[config.mk]
export PLATFORM = sky130hd
export DESIGN_NAME = whole_word_find_replace
export DESIGN_NICKNAME = d
export VERILOG_FILES = /design/src/rtl/core/wwfr_pkg.sv /design/src/rtl/core/wwfr_dp.sv /design/src/rtl/core/wwfr_ctrl.sv /design/src/rtl/core/whole_word_find_replace.sv
export SDC_FILE = /design/constraint.sdc
export NUM_CORES = 2
export LEC_CHECK = 0
export BUFFER_PORTS_ARGS = -buffer_cell sky130_fd_sc_hd__clkbuf_2
export CORE_MARGIN = 5
export CORE_UTILIZATION = 40
export CTS_BUF_LIST = sky130_fd_sc_hd__clkbuf_8
export CTS_CLUSTER_SIZE = 8
export DETAILED_ROUTE_END_ITERATION = 7
export SLEW_MARGIN = 20
export SYNTH_ARGS = -nofsm -noshare
export SYNTH_HDL_FRONTEND = slang
export SYNTH_HIERARCHICAL = 1
export SYNTH_SLANG_ARGS = --single-unit
[constraint.sdc]
create_clock -name clock -period 5.6 [get_ports clock]
set_input_delay 1.12 -clock clock [delete_from_list [all_inputs] [get_ports clock]]
set_output_delay 1.12 -clock clock [all_outputs]
set_load 0.005 [all_outputs]
[src/rtl/core/wwfr_pkg.sv]
// shared types and constants for the whole-word find and replace block
package wwfr_pkg;

   localparam int WORD_BYTES = 16;
   localparam int WORD_IDX_W = 4;
   localparam int LEN_W      = 5;
   localparam int CSR_DATA_W = 64;
   localparam int CSR_IDX_W  = 3;

   localparam logic [CSR_IDX_W-1:0] CSR_FIND_LO  = 3'd0;
   localparam logic [CSR_IDX_W-1:0] CSR_FIND_HI  = 3'd1;
   localparam logic [CSR_IDX_W-1:0] CSR_FIND_LEN = 3'd2;
   localparam logic [CSR_IDX_W-1:0] CSR_REPL_LO  = 3'd3;
   localparam logic [CSR_IDX_W-1:0] CSR_REPL_HI  = 3'd4;
   localparam logic [CSR_IDX_W-1:0] CSR_REPL_LEN = 3'd5;

   typedef struct packed {
      logic [7:0] in_byte;
      logic       in_last;
   } req_type;

   typedef struct packed {
      logic [7:0] out_byte;
      logic       byte_present;
      logic       out_last;
      logic       word_found;
   } rsp_type;

   typedef struct packed {
      logic push;
      logic step_match;
      logic step_pass;
      logic emit_repl;
      logic flush;
   } dp_cmd_type;

   typedef struct packed {
      logic more;
      logic match;
      logic repl_none;
      logic repl_done;
      logic emit_ok;
      logic out_free;
      logic hold_valid;
      logic last;
   } dp_status_type;

endpackage

[src/rtl/core/wwfr_dp.sv]
// datapath: config registers, lookahead window, matcher and result registers
module wwfr_dp #(
   parameter int MAX_WORD = 16
) (
   input  logic                             clock,
   input  logic                             reset,
   input  logic                             csr_write_en,
   input  logic [wwfr_pkg::CSR_IDX_W-1:0]   csr_index,
   input  logic [wwfr_pkg::CSR_DATA_W-1:0]  csr_data,
   input  wwfr_pkg::req_type                req_data,
   input  wwfr_pkg::dp_cmd_type             cmd,
   output wwfr_pkg::dp_status_type          status,
   input  logic                             rsp_stall,
   output logic                             rsp_valid,
   output wwfr_pkg::rsp_type                rsp_data
);

   localparam int DEPTH  = MAX_WORD + 1;
   localparam int IDX_W  = $clog2(DEPTH);
   localparam int FILL_W = $clog2(DEPTH + 1);

   function automatic logic [7:0] fold(input logic [7:0] c);
      fold = (c >= 8'd65 && c <= 8'd90) ? c + 8'd32 : c;
   endfunction

   function automatic logic is_boundary(input logic [7:0] c);
      is_boundary = (c == 8'd32) || (c >= 8'd9 && c <= 8'd13) ||
                    (c >= 8'd33 && c <= 8'd47) || (c >= 8'd58 && c <= 8'd64) ||
                    (c >= 8'd91 && c <= 8'd96) || (c >= 8'd123 && c <= 8'd126);
   endfunction

   logic [wwfr_pkg::CSR_DATA_W-1:0] find_lo_ff, find_lo_in, find_hi_ff, find_hi_in;
   logic [wwfr_pkg::CSR_DATA_W-1:0] repl_lo_ff, repl_lo_in, repl_hi_ff, repl_hi_in;
   logic [wwfr_pkg::LEN_W-1:0]      find_len_ff, find_len_in, repl_len_ff, repl_len_in;

   logic [7:0]        win_ff [DEPTH];
   logic [7:0]        win_in [DEPTH];
   logic [FILL_W-1:0] fill_ff, fill_in;
   logic [7:0]        prev_ff, prev_in;
   logic              at_start_ff, at_start_in;
   logic              any_ff, any_in;
   logic              last_ff, last_in;
   logic [IDX_W-1:0]  cnt_ff, cnt_in;

   logic              hold_valid_ff, hold_valid_in;
   logic [7:0]        hold_byte_ff, hold_byte_in;
   logic              rsp_valid_ff, rsp_valid_in;
   wwfr_pkg::rsp_type rsp_data_ff, rsp_data_in;

   logic [8*wwfr_pkg::WORD_BYTES-1:0] find_word, repl_word;
   logic [IDX_W-1:0]                  flen, rlen, drop_amt;
   logic [FILL_W-1:0]                 flen_fill;
   logic                              chars_ok, left_ok, right_ok, match;
   logic                              clear_stream, out_free, emit;
   logic [7:0]                        emit_byte, repl_byte;
   logic [wwfr_pkg::WORD_IDX_W-1:0]   repl_idx;
   logic [8*DEPTH-1:0]                win_flat, win_shift;

   assign find_word = {find_hi_ff, find_lo_ff};
   assign repl_word = {repl_hi_ff, repl_lo_ff};
   assign flen = (find_len_ff > wwfr_pkg::LEN_W'(MAX_WORD)) ? IDX_W'(MAX_WORD)
                                                            : IDX_W'(find_len_ff);
   assign rlen = (repl_len_ff > wwfr_pkg::LEN_W'(MAX_WORD)) ? IDX_W'(MAX_WORD)
                                                            : IDX_W'(repl_len_ff);
   assign flen_fill = FILL_W'(flen);

   // case-folded compare of the window head against the search word
   always_comb begin
      chars_ok = 1'b1;
      for (int j = 0; j < MAX_WORD; j++) begin
         if (IDX_W'(j) < flen && fold(win_ff[j]) != fold(find_word[8*j +: 8])) begin
            chars_ok = 1'b0;
         end
      end
   end

   assign left_ok  = at_start_ff || is_boundary(prev_ff);
   assign right_ok = (fill_ff == flen_fill) || is_boundary(win_ff[flen]);
   assign match    = (flen != '0) && (fill_ff >= flen_fill) && left_ok && right_ok
                     && chars_ok;

   assign repl_idx  = wwfr_pkg::WORD_IDX_W'(cnt_ff);
   assign repl_byte = repl_word[{repl_idx, 3'b000} +: 8];

   assign out_free  = !rsp_valid_ff || !rsp_stall;
   assign emit      = cmd.step_pass || cmd.emit_repl;
   assign emit_byte = cmd.step_pass ? win_ff[0] : repl_byte;

   always_comb begin
      status.more       = (fill_ff != '0) && ((fill_ff > flen_fill) || last_ff);
      status.match      = match;
      status.repl_none  = (rlen == '0);
      status.repl_done  = (IDX_W'(cnt_ff + 1'b1) == rlen);
      status.emit_ok    = !hold_valid_ff || out_free;
      status.out_free   = out_free;
      status.hold_valid = hold_valid_ff;
      status.last       = last_ff;
   end

   // config writes
   always_comb begin
      find_lo_in   = find_lo_ff;
      find_hi_in   = find_hi_ff;
      find_len_in  = find_len_ff;
      repl_lo_in   = repl_lo_ff;
      repl_hi_in   = repl_hi_ff;
      repl_len_in  = repl_len_ff;
      clear_stream = cmd.flush && last_ff;
      if (csr_write_en) begin
         unique case (csr_index)
            wwfr_pkg::CSR_FIND_LO: begin
               find_lo_in = csr_data;
            end
            wwfr_pkg::CSR_FIND_HI: begin
               find_hi_in = csr_data;
            end
            wwfr_pkg::CSR_FIND_LEN: begin
               find_len_in  = csr_data[wwfr_pkg::LEN_W-1:0];
               clear_stream = 1'b1;
            end
            wwfr_pkg::CSR_REPL_LO: begin
               repl_lo_in = csr_data;
            end
            wwfr_pkg::CSR_REPL_HI: begin
               repl_hi_in = csr_data;
            end
            wwfr_pkg::CSR_REPL_LEN: begin
               repl_len_in = csr_data[wwfr_pkg::LEN_W-1:0];
            end
            default: begin
            end
         endcase
      end
   end

   // window and stream state
   always_comb begin
      drop_amt = cmd.step_match ? flen : IDX_W'(1);
      for (int i = 0; i < DEPTH; i++) begin
         win_flat[8*i +: 8] = win_ff[i];
      end
      win_shift = win_flat >> {drop_amt, 3'b000};

      win_in      = win_ff;
      fill_in     = fill_ff;
      prev_in     = prev_ff;
      at_start_in = at_start_ff;
      any_in      = any_ff;
      last_in     = last_ff;
      cnt_in      = cnt_ff;

      if (clear_stream) begin
         for (int i = 0; i < DEPTH; i++) begin
            win_in[i] = 8'd0;
         end
         fill_in     = '0;
         prev_in     = 8'd0;
         at_start_in = 1'b1;
         any_in      = 1'b0;
      end else if (cmd.push) begin
         win_in[fill_ff[IDX_W-1:0]] = req_data.in_byte;
         fill_in = fill_ff + 1'b1;
         last_in = req_data.in_last;
      end else if (cmd.step_match || cmd.step_pass) begin
         for (int i = 0; i < DEPTH; i++) begin
            win_in[i] = win_shift[8*i +: 8];
         end
         at_start_in = 1'b0;
         if (cmd.step_match) begin
            fill_in = fill_ff - flen_fill;
            prev_in = win_ff[IDX_W'(flen - 1'b1)];
            any_in  = 1'b1;
            cnt_in  = '0;
         end else begin
            fill_in = fill_ff - 1'b1;
            prev_in = win_ff[0];
         end
      end else if (cmd.emit_repl) begin
         cnt_in = cnt_ff + 1'b1;
      end
   end

   // one result held back so the final one can be marked
   always_comb begin
      rsp_valid_in  = rsp_valid_ff && rsp_stall;
      rsp_data_in   = rsp_data_ff;
      hold_valid_in = hold_valid_ff;
      hold_byte_in  = hold_byte_ff;
      if (emit) begin
         if (hold_valid_ff) begin
            rsp_valid_in             = 1'b1;
            rsp_data_in.out_byte     = hold_byte_ff;
            rsp_data_in.byte_present = 1'b1;
            rsp_data_in.out_last     = 1'b0;
            rsp_data_in.word_found   = 1'b0;
         end
         hold_valid_in = 1'b1;
         hold_byte_in  = emit_byte;
      end else if (cmd.flush) begin
         if (hold_valid_ff) begin
            rsp_valid_in             = 1'b1;
            rsp_data_in.out_byte     = hold_byte_ff;
            rsp_data_in.byte_present = 1'b1;
            rsp_data_in.out_last     = last_ff;
            rsp_data_in.word_found   = last_ff && any_ff;
         end else if (last_ff) begin
            rsp_valid_in             = 1'b1;
            rsp_data_in.out_byte     = 8'd0;
            rsp_data_in.byte_present = 1'b0;
            rsp_data_in.out_last     = 1'b1;
            rsp_data_in.word_found   = any_ff;
         end
         hold_valid_in = 1'b0;
      end
   end

   always_ff @(posedge clock) begin
      if (reset) begin
         find_lo_ff    <= '0;
         find_hi_ff    <= '0;
         find_len_ff   <= wwfr_pkg::LEN_W'(1);
         repl_lo_ff    <= '0;
         repl_hi_ff    <= '0;
         repl_len_ff   <= '0;
         for (int i = 0; i < DEPTH; i++) begin
            win_ff[i] <= 8'd0;
         end
         fill_ff       <= '0;
         prev_ff       <= 8'd0;
         at_start_ff   <= 1'b1;
         any_ff        <= 1'b0;
         last_ff       <= 1'b0;
         cnt_ff        <= '0;
         hold_valid_ff <= 1'b0;
         rsp_valid_ff  <= 1'b0;
      end else begin
         find_lo_ff    <= find_lo_in;
         find_hi_ff    <= find_hi_in;
         find_len_ff   <= find_len_in;
         repl_lo_ff    <= repl_lo_in;
         repl_hi_ff    <= repl_hi_in;
         repl_len_ff   <= repl_len_in;
         win_ff        <= win_in;
         fill_ff       <= fill_in;
         prev_ff       <= prev_in;
         at_start_ff   <= at_start_in;
         any_ff        <= any_in;
         last_ff       <= last_in;
         cnt_ff        <= cnt_in;
         hold_valid_ff <= hold_valid_in;
         rsp_valid_ff  <= rsp_valid_in;
      end
      hold_byte_ff <= hold_byte_in;
      rsp_data_ff  <= rsp_data_in;
   end

   assign rsp_valid = rsp_valid_ff;
   assign rsp_data  = rsp_data_ff;

`ifndef SYNTHESIS
   a_push_room: assert property (@(posedge clock) disable iff (reset)
      cmd.push |-> fill_ff <= flen_fill)
      else $error("window overfilled on request");
   a_emit_room: assert property (@(posedge clock) disable iff (reset)
      (cmd.step_pass || cmd.emit_repl) |-> status.emit_ok)
      else $error("byte emitted with no room");
   a_final_out: assert property (@(posedge clock) disable iff (reset)
      (cmd.flush && last_ff) |=> rsp_valid_ff && rsp_data_ff.out_last && fill_ff == '0)
      else $error("end of text not delivered");
`endif

endmodule

[src/rtl/core/wwfr_ctrl.sv]
// controller: sequences accept, scan, replacement output and flush per request
module wwfr_ctrl (
   input  logic                    clock,
   input  logic                    reset,
   input  logic                    req_valid,
   output logic                    req_stall,
   input  wwfr_pkg::dp_status_type status,
   output wwfr_pkg::dp_cmd_type    cmd
);

   typedef enum logic [3:0] {
      ST_IDLE  = 4'b0001,
      ST_SCAN  = 4'b0010,
      ST_REPL  = 4'b0100,
      ST_FLUSH = 4'b1000
   } state_type;

   state_type state_ff, state_in;

   always_comb begin
      state_in  = state_ff;
      cmd       = '0;
      req_stall = (state_ff != ST_IDLE);
      unique case (state_ff)
         ST_IDLE: begin
            if (req_valid) begin
               cmd.push = 1'b1;
               state_in = ST_SCAN;
            end
         end
         ST_SCAN: begin
            if (!status.more) begin
               state_in = ST_FLUSH;
            end else if (status.match) begin
               cmd.step_match = 1'b1;
               if (!status.repl_none) begin
                  state_in = ST_REPL;
               end
            end else if (status.emit_ok) begin
               cmd.step_pass = 1'b1;
            end
         end
         ST_REPL: begin
            if (status.emit_ok) begin
               cmd.emit_repl = 1'b1;
               if (status.repl_done) begin
                  state_in = ST_SCAN;
               end
            end
         end
         ST_FLUSH: begin
            if (status.out_free || !(status.hold_valid || status.last)) begin
               cmd.flush = 1'b1;
               state_in  = ST_IDLE;
            end
         end
         default: begin
            state_in = ST_IDLE;
         end
      endcase
   end

   always_ff @(posedge clock) begin
      if (reset) begin
         state_ff <= ST_IDLE;
      end else begin
         state_ff <= state_in;
      end
   end

`ifndef SYNTHESIS
   a_cmd_single: assert property (@(posedge clock) disable iff (reset)
      $onehot0(cmd))
      else $error("more than one datapath command");
   a_repl_len: assert property (@(posedge clock) disable iff (reset)
      (state_ff == ST_REPL) |-> !status.repl_none)
      else $error("replacement output with empty replacement");
   a_accept_scan: assert property (@(posedge clock) disable iff (reset)
      (req_valid && !req_stall) |=> state_ff == ST_SCAN)
      else $error("request accepted without scan");
`endif

endmodule

[src/rtl/core/whole_word_find_replace.sv]
// top level of the case-insensitive whole-word find and replace block
//
//   channel   ports                                  direction  payload
//   request   req_valid, req_stall, req_data         in         wwfr_pkg::req_type
//   response  rsp_valid, rsp_stall, rsp_data         out        wwfr_pkg::rsp_type
//   config    csr_write_en, csr_index, csr_data      in         64-bit register write
//
// a request is accepted, then the scan passes bytes, takes matched words and emits the
// replacement bytes, waiting for room at the output, until the scan is done, then flushes
// the scan controller handles one request at a time through the lookahead window
// response stall holds the output register; one more result waits in the hold stage
// reset is synchronous and restores config and stream state at once, no clearing pass
module whole_word_find_replace #(
   parameter int MAX_WORD = 16
) (
   input  logic                            clock,
   input  logic                            reset,
   input  logic                            req_valid,
   output logic                            req_stall,
   input  wwfr_pkg::req_type               req_data,
   output logic                            rsp_valid,
   input  logic                            rsp_stall,
   output wwfr_pkg::rsp_type               rsp_data,
   input  logic                            csr_write_en,
   input  logic [wwfr_pkg::CSR_IDX_W-1:0]  csr_index,
   input  logic [wwfr_pkg::CSR_DATA_W-1:0] csr_data
);

   wwfr_pkg::dp_cmd_type    cmd;
   wwfr_pkg::dp_status_type status;

   wwfr_ctrl u_ctrl (
      .clock     (clock),
      .reset     (reset),
      .req_valid (req_valid),
      .req_stall (req_stall),
      .status    (status),
      .cmd       (cmd)
   );

   wwfr_dp #(
      .MAX_WORD (MAX_WORD)
   ) u_dp (
      .clock        (clock),
      .reset        (reset),
      .csr_write_en (csr_write_en),
      .csr_index    (csr_index),
      .csr_data     (csr_data),
      .req_data     (req_data),
      .cmd          (cmd),
      .status       (status),
      .rsp_stall    (rsp_stall),
      .rsp_valid    (rsp_valid),
      .rsp_data     (rsp_data)
   );

endmodule

* Yosys cells after proc, flatten, opt, wreduce, memory -nomap -nowiden
Cells that the tools add are included.
** Operators by class
- Add/subtract/negate cells :: 37
- $lt $le $gt $ge :: 108
- Equal/unequal tests :: 38
- Shift-type cells :: 2
- Muxes and demuxes :: 102
- Bitwise operators :: 5
- Reduce and logical (&&, ||, !) cells :: 111
** Operator list (count)
- $mux W8 :: 39
- $le A8 B7 Y1 const B :: 38
- $ge A8 B7 Y1 const B :: 36
- $mux W136 :: 2
- $add A8 B6 Y8 const B :: 32
- $bwmux W136 :: 1
- $shr A136 B8 Y136 :: 1
- $ne A8 B8 Y1 :: 16
- $shiftx A128 B8 Y8 :: 1
- $bmux W8 S5 :: 2
- $logic_and A1 B1 Y1 :: 67
- $mux W11 :: 5
- $mux W5 :: 9
- $demux W8 S5 :: 1
- $lt A4 B5 Y1 const A :: 8
- $mux W1 :: 33
- $ge A8 B6 Y1 const B :: 4
- $mux W4 :: 7
- $lt A3 B5 Y1 const A :: 4
- $logic_or A1 B1 Y1 :: 19
- $ge A6 B6 Y1 const B :: 3
- $not A5 Y6 :: 3
- $eq A8 B6 Y1 const B :: 2
- $ge A8 B4 Y1 const B :: 2
- other kinds (37) :: 68
** Storage, ports and cells
- Flip-flop bits (word level) :: 448
- Input bits :: 81
- Output and inout bits :: 13
- Word-level logic and storage cells :: 440

* Longest topological paths before layout
- Word-level depth :: 29
- Depth in mapped cells :: 32

* Hierarchy
The synthesis kept the hierarchy.
** By module, submodules not included
- wwfr_dp :: times used 1, cells an instance 3938, area each 29719.8 um2
- wwfr_ctrl :: times used 1, cells an instance 37, area each 315.3 um2

* Worst setup path before layout
Ideal clock, no wire load.
- Kind :: register to register
- Start :: register u_dp/find_len_ff[0] (netlist bit)
- End :: register u_dp/win_ff[77] (netlist bit)
- Library setup time :: 0.128 ns
- Arrival :: 5.152 ns
- Required time :: 5.472 ns
- Slack :: 0.321 ns
- Stages on the path, launching flop included :: 32
- Buffers on the path :: 12
- Clock period less this slack :: 5.279 ns
- Cells stage by stage :: dfxtp_1 -> buf_4 -> nand2b_1 -> buf_2 -> inv_2 -> buf_4 -> buf_2 -> buf_2 -> ha_1 -> nor2b_1 -> o21ai_0 -> a21boi_0 -> or3_1 -> a21oi_1 -> a2111oi_0 -> o2111ai_1 -> nor4_1 -> and4b_1 -> buf_4 -> and2_2 -> clkbuf_1 -> and3b_1 -> buf_2 -> buf_4 -> buf_4 -> buf_2 -> buf_1 -> nor3_1 -> a21oi_1 -> o21ai_1 -> a221oi_1 -> nor2_1
** RTL lines
- start: declaration :: line wwfr_dp.sv:34 : logic [wwfr_pkg::LEN_W-1:0] find_len_ff, find_len_in, repl_len_ff, repl_len_in;
- start signal: assignment :: line wwfr_dp.sv:221 : find_len_ff <= wwfr_pkg::LEN_W'(1);
- start signal: assignment :: line wwfr_dp.sv:239 : find_len_ff <= find_len_in;
- end signal: assignment :: line wwfr_dp.sv:243 : win_ff <= win_in;
- end: declaration :: line wwfr_dp.sv:36 : logic [7:0] win_ff [DEPTH];

==> metrics.cfg <==
[min_path]
min_from = u_dp/at_start_ff
holdCritPathClass = reg -> reg

[layout]
drive_above_1_share = 0.178
final_nets = 4269
layout.area.seq_um2 = 9160
area_growth_pct = 17.6
multi_input_area_um2 = 19200
num-fill-cells = 7405
stdcell_count = 5173

[run_status]
outcome = finished clean

[flow_run]
maxCapViolations = 0

[worst_setup_path]
slowest_stage = or4_1
path_delay_family = compound AO/OA/AOI/OAI gates
crit_start = u_dp/win_ff[80]
end_kind = flop
start_kind = flop
timing.rr.start = u_dp/win_ff[80]
path_depth = 21
crit_top_cell = buf_4
worst-path-max-fanout = 21
critical_path_required_ns = 6.23
crit_chain = or4_1 -> o22ai_1 -> nor2_1 -> a31oi_1 -> xnor2_1 -> nand4_1 -> buf_4 -> a2111oi_0 -> o32a_1 -> and4b_1 -> and2_2 -> buf_4 -> nand2_4 -> buf_4 -> buf_4 -> mux2i_1 -> mux2_2 -> nand2_1 -> o21ai_1 -> a22oi_1 -> a211oi_1
crit_buf_inv = 4
reg2reg_to = u_dp/win_ff[121]
reg2regPathDepth = 21
reg2reg_slack_ns = 0.18
crit_end = u_dp/win_ff[121]
worst-setup-path-type = reg -> reg
cpPeakStageDelay_ns = 0.62
arrival_ns = 6.05

[global_routing]
grt_max_degree = 207
antenna_found_initial = 8
gr-total-overflow = 0
grt_use_total = 0.324
grt_pass1_wl_um = 199000
first_global_vias = 29500

[clock_network]
cts_root_buffer = clkbuf_8
post_cts_resized = 0
clock_path_buffers = 3
cts_hold_buffers = 0
cts_tree = done
cts_made_buffers = 85
h-tree-depth = 3
cts_setup_buffers = 0
clk_pin_slew_ns = 0.08
clkSinkCount = 448
clk_latency_ns = 0.73

[yosys]
yosysSeqAreaShare = 0.305
synthCells = 3975
synth.distinct_cells = 90
syn_nets = 4103
yosys_most_used_dff = dfxtp_1
ys_seq_elements = 448
synth-edff-count = 19
netlist_area_um2 = 30000
syn_area_per_cell_um2 = 7.56
yosys_warnings = 6
async_reset_ff_frac = 0

[detailed_routing]
wire_per_inst_um = 26.4
vias = 31800
antenna_left = 0
drc = 0
first_iter_violations = 3619
routed_wl_um = 137000
first_pass_iters = 6
via_per_inst = 6.15

[floorplan]
die_h_um = 284
die_area_um2 = 80700
die_w_um = 284
num_rows = 100
pin_count = 94
initial_utilization = 0.403
coreArea_um2 = 74400

[power]
power_mw = 8.52
vdd_drop_max_uv = 226
p_per_area_nw_per_um2 = 241
p_leak_nw = 13.7

[sta]
tightest_slew_ns = 1.10
slew_headroom = 0.261
finalCritPeriodShare = 0.968
rsz0062_at_grt = no
drv_slew = 0
hold_violations = 0
setup-violations-final = 0
max_freq_mhz = 184
fin_tns_setup_ns = 0
period_minus_slack_ns = 5.42
clock-skew-final_ns = 0.0402

[placement]
io_buffer_count = 93
post-place-cells = 5023
dp_hpwl_um = 103000
place_congestion = 1.13

placed cells by master, fill, tap and decap left out, types with 43 or more instances in the layout:
cell      count
a211oi_1     43
a21oi_1     410
a221oi_1     68
a31oi_1      97
buf_4       342
clkbuf_2     92
clkbuf_8    106
dfxtp_1     425
ha_1         46
inv_1        71
mux2i_1     216
mux4_2       82
nand2_1     931
nand3_1     125
nor2_1      274
nor3_1       92
o21ai_0      59
xnor2_1      80
xor2_1       62
cell type report:
class	count	area share
clock buffer	105	0.0409
sequential	448	0.259
clock inverter	39	0.0102
inverter	56	0.00606
multi-input combinational	3083	0.544
tap	969	0.0343
antenna	6	0.000425
timing repair buffer	467	0.104
sequential cells by signal, summed over array words and instances (netlist names), 8 cells and up:
signal and count:
u_dp/win_ff 136, u_dp/hold_byte_ff 8, u_dp/repl_lo_ff 64, u_dp/repl_hi_ff 64, u_dp/find_lo_ff 64, u_dp/prev_ff 8
u_dp/find_hi_ff 64, u_dp/rsp_data 11
tightest hold or removal path: stages, from the launching register on:
cell,delay [ns]
dfxtp_1,0.30
nand2_1,0.05
nand2_1,0.04
through the flow:
| step | utilization | cell area [µm²] | hold slack, ns | worst slack [ns] |
|---|---|---|---|---|
| after global routing | 0.474 | 35300 | 0.459 | 0.00176 |
| final | 0.475 | 35300 | 0.439 | 0.179 |
| after CTS | 0.474 | 35300 | 0.445 | 0.223 |
| after global placement | 0.450 | 33500 | 0.437 | 0.237 |
| after detailed placement | 0.450 | 33500 | 0.436 | 0.254 |
| after floorplan | - | 30000 | 0.422 | 0.321 |
worst min path at each step:
stage                        to  slack [ns]  cells after the start
2_1_floorplan  u_dp/at_start_ff        0.42                      2
3_3_place_gp   u_dp/at_start_ff        0.44                      2
3_5_place_dp   u_dp/at_start_ff        0.44                      2
4_1_cts        u_dp/at_start_ff        0.45                      2
5_1_grt        u_dp/at_start_ff        0.46                      2
6_report       u_dp/at_start_ff        0.44                      2
synthesized netlist by cell type, types with 11 or more instances:
cell,n,area [µm²]
clkbuf_1,298,1120
mux2_2,27,304
o41ai_1,12,105
nand4_1,12,75.1
o211ai_1,31,233
a22oi_1,18,135
mux4_2,82,1850
nor3_1,95,475
nor4_1,19,119
and2_1,30,188
o21ai_0,59,295
xnor2_1,80,701
o21ai_1,35,175
ha_1,46,576
nor2b_1,24,150
nor2_1,277,1040
edfxtp_1,19,571
buf_2,42,210
buf_4,12,90.1
a211oi_1,43,323
nand2b_1,26,163
or3_1,11,68.8
o31ai_1,12,90.1
a21oi_1,411,2060
a31oi_1,97,607
nand3_1,127,636
xor2_1,63,552
mux2i_1,217,2170
inv_1,49,184
a21o_1,14,105
o22ai_1,22,138
dfxtp_1,429,8590
buf_1,34,128
or4_1,12,90.1
nand2_1,937,3520
and3_1,14,87.6
a221oi_1,68,596
per-layer routing:
metal / GRT usage / part of all wire
met5: 0 / 0.000088
met2: 0.480 / 0.42
met4: 0.188 / 0.073
met3: 0.0880 / 0.11
met1: 0.424 / 0.40
power breakdown:
part | switching (mW) | internal (mW)
Sequential | 0.222 | 3.31
Clock | 1.58 | 1.94
Combinational | 0.903 | 0.568
logic make-up after synthesis:
| group | count (synthesis) | share of synthesized area |
|---|---|---|
| AO/OA/AOI/OAI | 928 | 0.194 |
| XOR/XNOR | 143 | 0.0417 |
| adder cells (fa/ha/maj) | 47 | 0.0198 |
| buffers and inverters | 444 | 0.0590 |
| flip-flops | 448 | 0.305 |
| multiplexers | 334 | 0.147 |
| AND/OR/NAND/NOR | 1631 | 0.233 |
Power figures use the tool's default switching activity.
